--- src/sv/rclfr_pkg.sv ---
// rclfr_pkg: shared types, constants and functions of the rc link frame receiver
// depends on nothing; imported by every module of the block
`timescale 1ns / 1ps
`default_nettype none
package rclfr_pkg;

  localparam int FRAME_BYTES_DEF = 64;
  localparam int CHANNELS        = 16;
  localparam int CH_BITS         = 11;
  localparam int RC_PAYLOAD      = 22;
  localparam int LINK_PAYLOAD    = 10;
  localparam int RC_LEN          = RC_PAYLOAD + 2;
  localparam int LINK_LEN        = LINK_PAYLOAD + 2;
  localparam int PAYLOAD_W       = RC_PAYLOAD * 8;
  localparam int JOB_DEPTH       = 2;
  localparam int POWER_ENTRIES   = 9;
  localparam logic [7:0]  CRC_POLY        = 8'hD5;
  localparam logic [15:0] TIMEOUT_RESET   = 16'd1100;
  localparam logic [7:0]  RC_TYPE_RESET   = 8'd22;
  localparam logic [7:0]  LINK_TYPE_RESET = 8'd20;
  localparam logic [11:0] PULSE_OFFSET    = 12'd881;
  localparam logic [10:0] PULSE_DIV       = 11'd1639;
  localparam logic [11:0] PULSE_RECIP     = 12'd2559;  // floor(2^22 / 1639)

  // opcodes of an input item
  localparam logic OP_BYTE = 1'b0;
  localparam logic OP_TICK = 1'b1;

  // result kinds
  localparam logic KIND_CHANNEL = 1'b0;
  localparam logic KIND_LINK    = 1'b1;

  // configuration register indexes
  localparam logic [1:0] REG_TIMEOUT   = 2'd0;
  localparam logic [1:0] REG_RC_TYPE   = 2'd1;
  localparam logic [1:0] REG_LINK_TYPE = 2'd2;

  // one decoded frame handed from front to back
  typedef struct packed {
    logic                 kind;
    logic [PAYLOAD_W-1:0] payload;
  } job_t;

  // crc-8, polynomial 0xd5, msb first
  function automatic logic [7:0] crc_update(input logic [7:0] crc, input logic [7:0] b);
    logic [7:0] v;
    v = crc ^ b;
    for (int i = 0; i < 8; i++) begin
      v = v[7] ? ((v << 1) ^ CRC_POLY) : (v << 1);
    end
    return v;
  endfunction

  // transmit power index to milliwatts
  function automatic logic [10:0] power_mw(input logic [7:0] idx);
    logic [10:0] mw;
    case (idx)
      8'd0:    mw = 11'd0;
      8'd1:    mw = 11'd10;
      8'd2:    mw = 11'd25;
      8'd3:    mw = 11'd100;
      8'd4:    mw = 11'd500;
      8'd5:    mw = 11'd1000;
      8'd6:    mw = 11'd2000;
      8'd7:    mw = 11'd250;
      8'd8:    mw = 11'd50;
      default: mw = 11'd0;
    endcase
    return mw;
  endfunction

endpackage
`default_nettype wire

--- src/sv/rc_link_frame_receiver.sv ---
// rc_link_frame_receiver: top level, front, job queue and back
// depends on rclfr_pkg, rclfr_front, rclfr_queue, rclfr_back
`timescale 1ns / 1ps
`default_nettype none
// Takes one item per clock unless full: a received byte or a microsecond tick.
// Framing, timeout and crc run in the front at one byte per cycle; a good channels or
// link statistics frame becomes a job in a two entry queue. The back unpacks a job
// through a three stage pipeline (channel select, reciprocal multiply, correction)
// and gives one result per cycle while pop keeps up: sixteen for a channels frame,
// one for a link frame. full rises only while both queue entries hold jobs not yet
// drained, so bytes keep flowing while results wait on pop. Configuration must be
// written only while idle; the block does not enforce it.
module rc_link_frame_receiver import rclfr_pkg::*; #(
  parameter int FRAME_BYTES = FRAME_BYTES_DEF
) (
  input  wire logic         clk,
  input  wire logic         rst,
  input  wire logic         push,
  output logic              full,
  input  wire logic         opcode,
  input  wire logic [7:0]   data_byte,
  input  wire logic         cfg_we,
  input  wire logic [1:0]   cfg_index,
  input  wire logic [15:0]  cfg_data,
  input  wire logic         pop,
  output logic              empty,
  output logic              kind,
  output logic [3:0]        channel_index,
  output logic [10:0]       channel_raw,
  output logic [11:0]       channel_pulse_us,
  output logic signed [8:0] uplink_rssi,
  output logic [7:0]        uplink_quality,
  output logic signed [7:0] uplink_snr,
  output logic [7:0]        rf_mode,
  output logic [10:0]       tx_power_mw,
  output logic              active_antenna,
  output logic              last
);

  logic [15:0] frame_timeout_us;
  logic [7:0]  rc_channels_type, link_stats_type;
  job_t        fjob, qjob;
  logic        fpush, qempty, qpop;

  // configuration registers
  always_ff @(posedge clk) begin
    if (rst) begin
      frame_timeout_us <= TIMEOUT_RESET;
      rc_channels_type <= RC_TYPE_RESET;
      link_stats_type  <= LINK_TYPE_RESET;
    end else if (cfg_we) begin
      unique case (cfg_index)
        REG_TIMEOUT:   frame_timeout_us <= cfg_data;
        REG_RC_TYPE:   rc_channels_type <= cfg_data[7:0];
        REG_LINK_TYPE: link_stats_type  <= cfg_data[7:0];
        default:       ;
      endcase
    end
  end

  rclfr_front #(.FRAME_BYTES(FRAME_BYTES)) u_front (
    .clk, .rst,
    .accept(push && !full),
    .opcode, .data_byte,
    .frame_timeout_us, .rc_channels_type, .link_stats_type,
    .job(fjob), .job_push(fpush)
  );

  rclfr_queue u_queue (
    .clk, .rst,
    .push(fpush), .wdata(fjob),
    .pop(qpop), .rdata(qjob),
    .full, .empty(qempty)
  );

  rclfr_back u_back (
    .clk, .rst,
    .job(qjob), .job_valid(!qempty), .job_pop(qpop),
    .pop, .empty,
    .kind, .channel_index, .channel_raw, .channel_pulse_us,
    .uplink_rssi, .uplink_quality, .uplink_snr, .rf_mode,
    .tx_power_mw, .active_antenna, .last
  );

endmodule
`default_nettype wire

--- src/sv/rclfr_front.sv ---
// rclfr_front: framing, timeout, crc check and frame classification
// depends on rclfr_pkg; feeds jobs to rclfr_queue
`timescale 1ns / 1ps
`default_nettype none
module rclfr_front import rclfr_pkg::*; #(
  parameter int FRAME_BYTES = FRAME_BYTES_DEF
) (
  input  wire logic        clk,
  input  wire logic        rst,
  input  wire logic        accept,
  input  wire logic        opcode,
  input  wire logic [7:0]  data_byte,
  input  wire logic [15:0] frame_timeout_us,
  input  wire logic [7:0]  rc_channels_type,
  input  wire logic [7:0]  link_stats_type,
  output job_t             job,
  output logic             job_push
);

  localparam int PW = $clog2(FRAME_BYTES);
  localparam logic [7:0] MAX_LEN = 8'(FRAME_BYTES - 2);

  logic [PW-1:0] pos, pos_next;
  logic [15:0]   since;
  logic [7:0]    crc;
  logic [7:0]    len;
  logic [7:0]    ftype;
  logic [7:0]    sr [RC_PAYLOAD];  // sr[0] newest payload byte
  logic          is_byte;
  logic [PW-1:0] p0;
  logic [8:0]    full_cnt;
  logic          final_byte;
  logic          good_rc, good_link, crc_ok;

  assign is_byte    = accept && (opcode == OP_BYTE);
  assign p0         = (since > frame_timeout_us) ? '0 : pos;
  assign full_cnt   = {1'b0, len} + 9'd2;
  assign final_byte = ({{(9-PW){1'b0}}, p0} + 9'd1) == full_cnt;
  assign crc_ok     = crc == data_byte;
  assign good_rc    = ftype == rc_channels_type && len == 8'(RC_LEN);
  assign good_link  = ftype == link_stats_type && len == 8'(LINK_LEN);

  // next byte position
  always_comb begin
    pos_next = p0 + PW'(1);
    if (p0 == PW'(1) && (data_byte < 8'd2 || data_byte > MAX_LEN)) begin
      pos_next = '0;
    end else if (p0 >= PW'(3) && final_byte) begin
      pos_next = '0;
    end
  end

  // framing state
  always_ff @(posedge clk) begin
    if (rst) begin
      pos   <= '0;
      since <= '0;
      crc   <= '0;
    end else if (accept) begin
      if (opcode == OP_TICK) begin
        if (since != 16'hFFFF) since <= since + 16'd1;
      end else begin
        if (p0 == '0) since <= '0;
        pos <= pos_next;
        if (p0 == PW'(2)) begin
          crc <= crc_update(8'd0, data_byte);
        end else if (p0 >= PW'(3) && !final_byte) begin
          crc <= crc_update(crc, data_byte);
        end
      end
    end
  end

  // header and payload bytes
  always_ff @(posedge clk) begin
    if (is_byte) begin
      if (p0 == PW'(1)) len <= data_byte;
      if (p0 == PW'(2)) ftype <= data_byte;
      if (p0 >= PW'(3) && !final_byte) begin
        sr[0] <= data_byte;
        for (int i = 1; i < RC_PAYLOAD; i++) sr[i] <= sr[i-1];
      end
    end
  end

  // job on a good frame of a known type
  always_comb begin
    job      = '0;
    job_push = 1'b0;
    if (is_byte && p0 >= PW'(3) && final_byte && crc_ok) begin
      if (good_rc) begin
        job_push = 1'b1;
        job.kind = KIND_CHANNEL;
        for (int i = 0; i < RC_PAYLOAD; i++) job.payload[i*8 +: 8] = sr[RC_PAYLOAD-1-i];
      end else if (good_link) begin
        job_push = 1'b1;
        job.kind = KIND_LINK;
        for (int i = 0; i < 7; i++) job.payload[i*8 +: 8] = sr[LINK_PAYLOAD-1-i];
      end
    end
  end

endmodule
`default_nettype wire

--- src/sv/rclfr_queue.sv ---
// rclfr_queue: short job queue between front and back
// depends on rclfr_pkg
`timescale 1ns / 1ps
`default_nettype none
module rclfr_queue import rclfr_pkg::*; (
  input  wire logic clk,
  input  wire logic rst,
  input  wire logic push,
  input  job_t      wdata,
  input  wire logic pop,
  output job_t      rdata,
  output logic      full,
  output logic      empty
);

  localparam int AW = $clog2(JOB_DEPTH);

  job_t          mem [JOB_DEPTH];
  logic [AW-1:0] wp, rp;
  logic [AW:0]   count;

  assign full  = count == (AW+1)'(JOB_DEPTH);
  assign empty = count == '0;
  assign rdata = mem[rp];

  // pointers and fill count
  always_ff @(posedge clk) begin
    if (rst) begin
      wp    <= '0;
      rp    <= '0;
      count <= '0;
    end else begin
      if (push) wp <= (wp == AW'(JOB_DEPTH-1)) ? '0 : wp + AW'(1);
      if (pop)  rp <= (rp == AW'(JOB_DEPTH-1)) ? '0 : rp + AW'(1);
      count <= count + (AW+1)'(push) - (AW+1)'(pop);
    end
  end

  // storage
  always_ff @(posedge clk) begin
    if (push) mem[wp] <= wdata;
  end

endmodule
`default_nettype wire

--- src/sv/rclfr_back.sv ---
// rclfr_back: unpacks jobs into results through a three stage pipeline
// depends on rclfr_pkg; reads jobs from rclfr_queue
`timescale 1ns / 1ps
`default_nettype none
module rclfr_back import rclfr_pkg::*; (
  input  wire logic         clk,
  input  wire logic         rst,
  input  job_t              job,
  input  wire logic         job_valid,
  output logic              job_pop,
  input  wire logic         pop,
  output logic              empty,
  output logic              kind,
  output logic [3:0]        channel_index,
  output logic [10:0]       channel_raw,
  output logic [11:0]       channel_pulse_us,
  output logic signed [8:0] uplink_rssi,
  output logic [7:0]        uplink_quality,
  output logic signed [7:0] uplink_snr,
  output logic [7:0]        rf_mode,
  output logic [10:0]       tx_power_mw,
  output logic              active_antenna,
  output logic              last
);

  typedef struct packed {
    logic        kind;
    logic [3:0]  idx;
    logic [10:0] raw;
    logic [8:0]  rssi;
    logic [7:0]  lq;
    logic [7:0]  snr;
    logic [7:0]  mode;
    logic [10:0] tx;
    logic        ant;
    logic        last;
  } res_t;

  logic        stall, issue;
  logic [3:0]  k;
  logic        v1, v2, vo;
  res_t        r0, r1, r2;
  logic [10:0] q2;
  logic [22:0] prod1;
  logic [21:0] rem;
  logic [10:0] q_fix;
  logic [7:0]  b_rssi1, b_rssi2, b_ant;

  assign stall   = vo && !pop;
  assign issue   = !stall && job_valid;
  assign job_pop = issue && (job.kind == KIND_LINK || k == 4'(CHANNELS-1));
  assign empty   = !vo;

  assign b_rssi1 = job.payload[7:0];
  assign b_rssi2 = job.payload[15:8];
  assign b_ant   = job.payload[39:32];

  // decode one result of the head job
  always_comb begin
    r0 = '0;
    if (job.kind == KIND_CHANNEL) begin
      r0.kind = KIND_CHANNEL;
      r0.idx  = k;
      r0.raw  = 11'(job.payload >> (k * CH_BITS));
      r0.last = k == 4'(CHANNELS-1);
    end else begin
      r0.kind = KIND_LINK;
      r0.ant  = b_ant != 8'd0;
      r0.rssi = 9'd0 - {1'b0, (b_ant != 8'd0) ? b_rssi2 : b_rssi1};
      r0.lq   = job.payload[23:16];
      r0.snr  = job.payload[31:24];
      r0.mode = job.payload[47:40];
      r0.tx   = power_mw(job.payload[55:48]);
      r0.last = 1'b1;
    end
  end

  // channel counter within a job
  always_ff @(posedge clk) begin
    if (rst) begin
      k <= '0;
    end else if (issue && job.kind == KIND_CHANNEL) begin
      k <= (k == 4'(CHANNELS-1)) ? '0 : k + 4'd1;
    end
  end

  // pipeline valids
  always_ff @(posedge clk) begin
    if (rst) begin
      v1 <= 1'b0;
      v2 <= 1'b0;
      vo <= 1'b0;
    end else if (!stall) begin
      v1 <= issue;
      v2 <= v1;
      vo <= v2;
    end
  end

  // quotient estimate, raw*1024/1639 is this or one more
  assign prod1 = r1.raw * PULSE_RECIP;
  assign rem   = {r2.raw, 10'd0} - 22'(q2 * PULSE_DIV);
  assign q_fix = (rem >= {11'd0, PULSE_DIV}) ? q2 + 11'd1 : q2;

  // pipeline payload
  always_ff @(posedge clk) begin
    if (!stall) begin
      r1 <= r0;
      r2 <= r1;
      q2 <= prod1[22:12];
      kind             <= r2.kind;
      channel_index    <= r2.idx;
      channel_raw      <= r2.raw;
      channel_pulse_us <= (r2.kind == KIND_CHANNEL) ? {1'b0, q_fix} + PULSE_OFFSET : 12'd0;
      uplink_rssi      <= r2.rssi;
      uplink_quality   <= r2.lq;
      uplink_snr       <= r2.snr;
      rf_mode          <= r2.mode;
      tx_power_mw      <= r2.tx;
      active_antenna   <= r2.ant;
      last             <= r2.last;
    end
  end

endmodule
`default_nettype wire

--- config.mk ---
export PLATFORM = sky130hd
export DESIGN_NAME = rc_link_frame_receiver
export DESIGN_NICKNAME = d
export VERILOG_FILES = /design/src/sv/rclfr_pkg.sv /design/src/sv/rc_link_frame_receiver.sv /design/src/sv/rclfr_front.sv /design/src/sv/rclfr_queue.sv /design/src/sv/rclfr_back.sv
export SDC_FILE = /design/constraint.sdc
export NUM_CORES = 1
export LEC_CHECK = 0
export ABC_AREA = 1
export ABC_CLOCK_PERIOD_IN_PS = 11300
export BUFFER_PORTS_ARGS = -buffer_cell sky130_fd_sc_hd__buf_2
export CAP_MARGIN = 20
export CORE_MARGIN = 2
export CORE_UTILIZATION = 30
export DETAILED_ROUTE_END_ITERATION = 10
export PLACE_DENSITY = 0.42
export REMOVE_ABC_BUFFERS = 1
export SLEW_MARGIN = 0
export SYNTH_ARGS = -nofsm -noshare
export SYNTH_HDL_FRONTEND = slang
export SYNTH_HIERARCHICAL = 1
export SYNTH_SLANG_ARGS = --single-unit
--- constraint.sdc ---
create_clock -name clk -period 11.3 [get_ports clk]
set_input_delay 0.565 -clock clk [delete_from_list [all_inputs] [get_ports clk]]
set_output_delay 0.565 -clock clk [all_outputs]
set_load 0.03 [all_outputs]
==> results of run 1 <==
sequential cells by signal (all words and copies together) (netlist names), 11 cells and up, named ones only:
signal and cells:
u_back/channel_raw 11, u_queue/mem 354, u_back/channel_pulse_us 12, u_back/r1 62, u_back/r2 62, u_back/tx_power_mw 11, frame_timeout_us 16, u_front/since 16
u_front/sr 176, u_back/q2 11
metrics by stage:
stage / area [um2] / instances
detailed placement: 44300 / 5403
CTS: 47400 / 5578
finish: 47400 / 5579
global route: 47400 / 5579
floorplan: 41100 / 3388
global placement: 44300 / 5403
layer usage:
metal | up-vias | routed length [um] | GRT usage, %
met3 | 148 | 3700 | 2.24
met4 | 4 | 2470 | 3.94
met2 | 400 | 52800 | 25.9
met1 | 12152 | 46700 | 19.0
met5 | - | 21 | 0
li1 | 12226 | - | -
logic make-up (layout without fill, tap and decap cells):
kind of cell	after synthesis	after routing	share of synthesized area, %
AOI/OAI and AO/OA	319	319	4.34
xor gates and xnor gates	78	78	1.66
adders and majority gates	270	270	9.66
buffers and inverters	664	852	6.79
DFF	829	829	57.6
muxes	179	179	5.96
and+or+nand+nor	1176	1176	14.0
final cells by class:
type / count / area share (%)
sequential: 829 / 50.9
multi-input combinational: 2022 / 31.6
clock buffer: 119 / 5.27
tap: 1876 / 4.95
inverter: 537 / 4.31
timing repair buffer: 140 / 1.75
clock inverter: 56 / 1.18
worst max-delay path, delay by kind of cell, from the launching register on:
kind	cells	cell delay (ns)
AO/OA/AOI/OAI	1	0.23
flip-flops	1	0.55
adder cells (fa/ha/maj)	7	2.98
XOR/XNOR	1	0.14
buffers and inverters	5	0.40
AND/OR/NAND/NOR	15	1.71
worst max path at each step:
stage | cells past startpoint | to
after floorplan | 7 | u_queue/mem[0][0]$_DFFE_PP_
after global placement | 29 | u_back/channel_pulse_us[8]$_SDFFCE_PP0N_
after detailed placement | 30 | u_back/channel_pulse_us[8]$_SDFFCE_PP0N_
after CTS | 29 | u_back/channel_pulse_us[8]$_SDFFCE_PP0N_
after global routing | 29 | u_back/channel_pulse_us[8]$_SDFFCE_PP0N_
final | 29 | u_back/channel_pulse_us[8]$_SDFFCE_PP0N_
power breakdown:
part | switching [mW] | internal, mW
registers | 0.00659 | 3.30
logic | 0.0875 | 0.0515
clock network | 1.32 | 1.72
total | 1.41 | 5.08
cells in the final DEF (no fill, tap or decap), types with 90 or more instances in the layout:
master	count
nand4_1	138
mux2_4	130
inv_1	526
nand3_1	128
nor2_4	94
o21ai_0	130
nand2_1	493
edfxtp_1	755
fa_1	90
buf_2	107
clkbuf_16	96
nor2_1	246
ha_1	180
a21oi_1	94
==> metrics, run 1 <==
number of cells produced by synthesis=3,515; final critical-path required period=6.28 ns; clock net sink count=829; portion of synthesized cell area occupied by the leading cell type=54.0%; Max Cap Violations=0; htree depth=3; global-route congestion overflow total=0; signal arrival time at the worst endpoint=6.70 ns; Inserted Diodes=0; Syn Std Cell Area=42,000 um2; DRC=0; Synth cell types=59; CTS tree=built; sort of element at the end of the critical path=register; PD cells=137 nW/um2; Finished Core Util=34.1%; Worst Setup Path Type=register to register; post-DR wirelength/cell=19.0 um; Total Power Consumption=6.49 mW; number of filler instances in the final layout=14,019; final routed wirelength across all metal layers=106,000 um; via count of the first global-routing pass=25,261; number of top-level pins=108; number of vias after detailed routing=24,930; outcome=finished clean; highest-delay cell along the critical path=edfxtp_1; worst min-delay path endpoint=frame_timeout_us[10]$_SDFFE_PP1P_; total setup violations reported at the end of the flow=0; top_reg_cell synth=edfxtp_1; Syn. warnings=6; fraction of synthesis flops using an asynchronous set or reset pin=0%; largest fanout on the critical path=8; footprint of the flip-flops and latches=24,200 um2; number of buffers between clock root and the deepest sink=3; worst skew pair latency=0.72 ns; overall fraction of global-route tracks in use=14.8%; hold slack final=0.110 ns; Slew @ Worst Pin=1.08 ns; RSZ-0062 raised after global routing=false; post-route setup TNS=0 ns; post-placement worst setup slack=5.04 ns; number of antenna violations at the first check in global routing=4; logic depth of the worst register-to-register path=29; area enclosed by the die boundary=143,000 um2; Seq/Total Area, Yosys=57.6%; crit-path most repeated cell=nand2_1; CP Data Required Time=11.72 ns; starting density of the core=30.1%; startpoint of the tightest hold check path=cfg_data[10]; Die W=378 um; port buffer count=107; Gates resized, CTS repair=0; largest net degree at the start of global routing=131; FP Rows=137; DRC violation total after the first TritonRoute iteration=1,409; final number of hold-violating endpoints=0; hold-critical path depth=3; main area contributors after synthesis=edfxtp_1 54%, ha_1 5.4%, inv_1 4.7%; origin of the critical flop-to-flop path=u_back/q2[2]$_DFFE_PN_; Post-CTS Repair Setup Buffers=0; PnR worst setup slack=5.02 ns; net count of the finished layout=3,928; synthesized flop and latch total=829; dominant cell by count in the synthesized netlist=edfxtp_1; floorplan core area=139,000 um2; area of the multi-input gates=15,000 um2; ANT nets after route=0; die height=378 um; routability congestion estimate from global placement=0.817; worst setup slack for register-to-register paths=5.02 ns; cell at the root of the clock tree=clkbuf_16; endpoint of the worst register-to-register path=u_back/channel_pulse_us[8]$_SDFFCE_PP0N_; Crit path largest cell delay=0.55 ns; Lkg Pwr=19.3 nW; achievable frequency=159 MHz; dpl hpwl=70,000 um; remaining max-slew budget at the tightest pin=27.8%; Post-synth top cells=755 x edfxtp_1, 530 x inv_1, 493 x nand2_1; Vias per Instance=4.47; final cycle utilization of the critical path=55.6%; clock skew after layout=0.0743 ns; Final Max Slew Viols=0; category of the worst setup path launch point=register; number of flops mapped to enable cells by yosys=755; synthesized area per cell=11.9 um2; layout cells sized above 1=16.8%; post-synth top area cell=edfxtp_1; growth of design area from synthesis to finish=13.0%; total of hold buffers inserted after clock tree synthesis=0; path class of the lowest-slack min-delay path=primary input to register; number of clock buffers inserted by TritonCTS=96; Max VDD drop=0.120 mV; Worst Setup SP=u_back/q2[2]$_DFFE_PN_; wire length of the first global-routing pass=159,000 um; First-pass DRT Iterations=5; Clock Pin Slew Worst Setup and Hold Paths=0.06 ns
Power figures use the tool's default switching activity.
==> run 2: changes to the inputs <==
--- a/config.mk
+++ b/config.mk
@@ -6,13 +6,13 @@
 export NUM_CORES = 1
 export LEC_CHECK = 0
 export ABC_AREA = 1
-export ABC_CLOCK_PERIOD_IN_PS = 11300
+export ABC_CLOCK_PERIOD_IN_PS = 6050
 export BUFFER_PORTS_ARGS = -buffer_cell sky130_fd_sc_hd__buf_2
 export CAP_MARGIN = 20
 export CORE_MARGIN = 2
 export CORE_UTILIZATION = 30
 export DETAILED_ROUTE_END_ITERATION = 10
-export PLACE_DENSITY = 0.42
+export PLACE_DENSITY = 0.4
 export REMOVE_ABC_BUFFERS = 1
 export SLEW_MARGIN = 0
 export SYNTH_ARGS = -nofsm -noshare
==> constraint.sdc (replaced) <==
create_clock -name clk -period 6.05 [get_ports clk]
set_input_delay 0.3025 -clock clk [delete_from_list [all_inputs] [get_ports clk]]
set_output_delay 0.3025 -clock clk [all_outputs]
set_load 0.03 [all_outputs]
==> run 2 against run 1 <==
Compared with the run above: largest cell class unchanged; combinational power grew 98%; critical endpoint unchanged; hold slack gained 0.051 ns; core utilization grew 0.94 points.
==> metrics, run 2 (synthesized netlist as in run 1, its figures left out) <==
number of buffers between clock root and the deepest sink=3; sum of met2 wire segment lengths after detailed routing=54,300 um; Met3 Routed Length=3500 um; largest registers ranked by flip-flop count=u_queue/mem (354), u_front/sr (176); switching power as a share of total power=21.4%; register with the highest flop count=u_queue/mem; global-route congestion overflow total=0; signal arrival time at the worst endpoint=6.10 ns; starting density of the core=30.1%; M1 WL=48,000 um; overall fraction of global-route tracks in use=15.3%; Max Cap Violations=0; number of clock buffers inserted by TritonCTS=98; PnR worst setup slack=0.352 ns; largest net degree at the start of global routing=123; growth of design area from synthesis to finish=16.2%; Slew @ Worst Pin=1.02 ns; area enclosed by the die boundary=143,000 um2; area of the multi-input gates=15,200 um2; Total Power Consumption=12.5 mW; cell at the root of the clock tree=clkbuf_16; clock network fraction of total power=48.1%; Finished Core Util=35.0%; Worst Setup Path Type=register to register; crit-path most repeated cell=nand2_2; Highest Signal Layer=met4; final critical-path required period=5.70 ns; outcome=finished clean; CTS tree=built; CP Data Required Time=6.46 ns; DRC=0; total setup violations reported at the end of the flow=0; highest-delay cell along the critical path=fa_1; routability congestion estimate from global placement=0.799; category of the worst setup path launch point=register; Die W=378 um; ANT nets after route=0; Largest register FFs=354; Clock Pin Slew Worst Setup and Hold Paths=0.06 ns; largest fanout on the critical path=5; DRC violation total after the first TritonRoute iteration=1,350; remaining max-slew budget at the tightest pin=32.3%; PD cells=256 nW/um2; achievable frequency=175 MHz; clock skew after layout=0.0763 ns; post-route setup TNS=0 ns; fraction of power consumed by sequential logic=49.7%; most common cell after layout, fill and taps aside=edfxtp_1; worst skew pair latency=0.72 ns; number of top-level pins=108; number of antenna violations at the first check in global routing=1; number of vias after detailed routing=25,485; Vias per Instance=4.49; final number of hold-violating endpoints=0; First-pass DRT Iterations=5; clock net sink count=829; cell area after placement=44,900 um2; path class of the lowest-slack min-delay path=primary input to register; Inserted Diodes=0; power spent charging and discharging nets=2.66 mW; Max VDD drop=0.217 mV; via count of the first global-routing pass=25,749; port buffer count=107; power share of the combinational group=2.2%; FP Rows=137; Final Max Slew Viols=0; die height=378 um; wire length of the first global-routing pass=164,000 um; post-placement worst setup slack=-0.0844 ns; critical path's top delay family=adder cells; number of filler instances in the final layout=13,934; highest-count cells in the layout ignoring fill and taps=755 x edfxtp_1, 523 x inv_1, 485 x nand2_1; footprint of the flip-flops and latches=24,200 um2; internal power contribution=9.80 mW; post-DR wirelength/cell=19.2 um; htree depth=3; Crit path largest cell delay=0.56 ns; dpl hpwl=74,100 um; final cycle utilization of the critical path=94.2%; Layout Cell Area excl Fill=48,700 um2; net count of the finished layout=4,022; Lkg Pwr=19.9 nW; sort of element at the end of the critical path=register; layout cells sized above 1=19.0%; number of buffer and inverter stages on the critical path=6; final routed wirelength across all metal layers=109,000 um; floorplan core area=139,000 um2
==> run 2: layer usage <==
| metal | up-vias | track usage (%) |
|---|---|---|
| met1 | 12507 | 19.5 |
| met3 | 151 | 2.12 |
| met4 | 0 | 4.92 |
| li1 | 12430 | - |
| met5 | - | 0 |
| met2 | 397 | 26.7 |
==> run 2: cell type report <==
class                           count  area share, %
Sequential cell                   829           49.6
Multi-Input combinational cell   2022           31.1
Clock buffer                      115           5.18
Tap cell                         1876           4.82
Inverter                          537           4.19
Timing Repair Buffer              232           3.56
Clock inverter                     66           1.54
==> run 2: through the flow <==
stage | cells | hold WS [ns]
6_report | 5677 | 0.161
5_1_grt | 5677 | 0.174
3_5_place_dp | 5461 | 0.405
3_3_place_gp | 5460 | 0.401
4_1_cts | 5671 | 0.110
2_1_floorplan | 3388 | 0.372
==> run 2: path summary, 6_finish.rpt <==
| path | slack [ns] | end | cells after the start | from |
|---|---|---|---|---|
| max | 0.35 | u_back/channel_pulse_us[8]$_SDFFCE_PP0N_ | 30 | u_back/q2[3]$_DFFE_PN_ |
| max reg2reg | 0.35 | u_back/channel_pulse_us[8]$_SDFFCE_PP0N_ | 30 | u_back/q2[3]$_DFFE_PN_ |
| min reg2reg | 0.41 | u_back/uplink_quality[3]$_DFFE_PN_ | 0 | u_back/r2[32]$_DFFE_PN_ |
| min | 0.16 | u_front/since[2]$_SDFFE_PP0P_ | 7 | push |
==> run 2: timing repair <==
action                                  CTS  global route
hold buffers                             29             0
gates resized for setup                   2            42
endpoints found under the setup margin    2             8
setup buffers                             0             5
endpoints found under the hold margin    62             0
pin swaps                                 0             9
gates cloned                              0             0
==> run 2: power by group through the flow <==
stage	Sequential (mW)	Clock (mW)	Combinational (mW)
floorplan	6.30	0	0.186
global placement	6.31	0	0.264
detailed placement	6.31	0	0.262
CTS	6.18	6.22	0.278
global route	6.18	6.43	0.315
finish	6.19	6.00	0.275
==> run 2: worst register-to-register path: cells and delay by family, from the launching register on <==
| kind | cells | cell delay, ns |
|---|---|---|
| fa+ha+maj | 7 | 2.92 |
| simple gates | 15 | 1.39 |
| buf+inv | 6 | 0.43 |
| flops | 1 | 0.40 |
| compound gates | 1 | 0.15 |
| xor+xnor | 1 | 0.15 |
==> run 3: changes to the inputs <==
--- a/config.mk
+++ b/config.mk
@@ -9,6 +9,7 @@
 export ABC_CLOCK_PERIOD_IN_PS = 6050
 export BUFFER_PORTS_ARGS = -buffer_cell sky130_fd_sc_hd__buf_2
 export CAP_MARGIN = 20
+export CORE_ASPECT_RATIO = 1.25
 export CORE_MARGIN = 2
 export CORE_UTILIZATION = 30
 export DETAILED_ROUTE_END_ITERATION = 10
==> run 3 against run 2 <==
Compared with the run above: via count down 0.18%; total power down 1.5%; sequential share of layout area grew 0.051 points; critical path depth increased by 3; combinational power about the same; global-route usage up 0.095 points; register-to-register slack lost 0.03 ns; critical endpoint is now u_back/channel_pulse_us[10]$_SDFFCE_PP0N_; wire length increased by 1.5%.
==> metrics, run 3 (synthesized netlist as in run 1, its figures left out) <==
Max Cap Violations=0; final number of hold-violating endpoints=0; Layout Cell Area excl Fill=48,700 um2; area of the multi-input gates=15,200 um2; signal arrival time at the worst endpoint=6.17 ns; cell at the root of the clock tree=clkbuf_16; layout cells sized above 1=19.5%; routability congestion estimate from global placement=0.829; starting density of the core=30.2%; path class of the lowest-slack min-delay path=primary input to register; footprint of the flip-flops and latches=24,200 um2; sort of element at the end of the critical path=register; largest registers ranked by flip-flop count=u_queue/mem (354), u_front/sr (176); achievable frequency=175 MHz; wire length of the first global-routing pass=166,000 um; Die W=338 um; number of antenna violations at the first check in global routing=0; overall fraction of global-route tracks in use=15.4%; remaining max-slew budget at the tightest pin=30.1%; number of buffer and inverter stages on the critical path=7; die height=422 um; Lkg Pwr=19.8 nW; growth of design area from synthesis to finish=16.1%; clock skew after layout=0.0312 ns; outcome=finished clean; worst skew pair latency=0.69 ns; number of filler instances in the final layout=13,950; final routed wirelength across all metal layers=111,000 um; FP Rows=153; number of top-level pins=108; dpl hpwl=75,700 um; category of the worst setup path launch point=register; Vias per Instance=4.50; htree depth=3; area enclosed by the die boundary=143,000 um2; via count of the first global-routing pass=26,127; most common cell after layout, fill and taps aside=edfxtp_1; register with the highest flop count=u_queue/mem; Slew @ Worst Pin=1.05 ns; Worst Setup Path Type=register to register; Clock Pin Slew Worst Setup and Hold Paths=0.06 ns; ANT nets after route=0; largest fanout on the critical path=6; DRC=0; highest-count cells in the layout ignoring fill and taps=755 x edfxtp_1, 521 x inv_1, 479 x nand2_1; CTS tree=built; number of clock buffers inserted by TritonCTS=94; PD cells=252 nW/um2; floorplan core area=139,000 um2; worst setup slack for register-to-register paths=0.32 ns; crit-path most repeated cell=nand2_2; critical path's top delay family=adder cells; Crit path largest cell delay=0.54 ns; DRC violation total after the first TritonRoute iteration=1,360; cell area after placement=44,900 um2; highest-delay cell along the critical path=fa_1; largest net degree at the start of global routing=121; final critical-path required period=5.73 ns; Max VDD drop=0.168 mV; hold-critical path depth=2; clock net sink count=829; Largest register FFs=354; hold slack final=0.0420 ns; Final Max Slew Viols=0; logic depth of the worst register-to-register path=33; total setup violations reported at the end of the flow=0; final cycle utilization of the critical path=94.7%; post-DR wirelength/cell=19.6 um; number of buffers between clock root and the deepest sink=3; CP Data Required Time=6.49 ns; net count of the finished layout=4,020; number of vias after detailed routing=25,439; Inserted Diodes=0; First-pass DRT Iterations=5; instance count on the critical path=33; global-route congestion overflow total=0; port buffer count=107
run 3: power by group:
part | internal (mW) | total, mW | switching [mW]
Combinational | 0.107 | 0.272 | 0.164
Clock | 3.42 | 5.82 | 2.39
Sequential | 6.17 | 6.18 | 0.0115
run 3: metrics by stage:
| stage | util [%] | setup TNS (ns) | setup slack, ns | power, mW | instances |
|---|---|---|---|---|---|
| 2_1_floorplan | - | -3382.19 | -8.31 | 6.49 | 3388 |
| 3_3_place_gp | 32.3 | -0.387 | -0.129 | 6.57 | 5447 |
| 3_5_place_dp | 32.3 | -0.605 | -0.186 | 6.57 | 5447 |
| 4_1_cts | 34.8 | 0 | 0.0173 | 12.5 | 5650 |
| 5_1_grt | 35.0 | -0.0169 | -0.0160 | 12.7 | 5657 |
| 6_report | 35.0 | 0 | 0.320 | 12.3 | 5657 |
run 3: layout make-up:
type,count,share of cell area [%]
Multi-Input combinational cell,2022,31.3
Clock inverter,57,1.27
Sequential cell,829,49.6
Inverter,537,4.19
Timing Repair Buffer,234,3.69
Clock buffer,118,5.17
Tap cell,1860,4.78
run 3: worst paths after layout:
kind | from | end
worst min register to register | u_back/r1[41]$_SDFFCE_PN0N_ | u_back/r2[41]$_DFFE_PN_
worst min-delay path | rst | u_queue/count[0]$_SDFF_PP0_
worst max-delay path | u_back/q2[0]$_DFFE_PN_ | u_back/channel_pulse_us[10]$_SDFFCE_PP0N_
worst max register to register | u_back/q2[0]$_DFFE_PN_ | u_back/channel_pulse_us[10]$_SDFFCE_PP0N_
run 3: worst reg2reg max path, delay by kind of cell, from the launching register on:
family	cells	cell delay, ns
buf+inv	7	0.60
flops	1	0.44
simple gates	20	1.88
fa+ha+maj	6	2.55
run 3: layer usage:
layer | track usage (%) | wire length (um)
met5 | 0 | 0
met4 | 4.86 | 2760
met3 | 1.75 | 2690
met2 | 29.4 | 59900
met1 | 17.7 | 45400
run 3: what timing repair did:
action | CTS | global route
setup buffers | 1 | 5
pin swaps | 0 | 20
resized for setup | 5 | 52
hold buffers | 27 | 0
endpoints found under the hold margin | 56 | 0
gates cloned | 0 | 1
endpoints found under the setup margin | 5 | 9
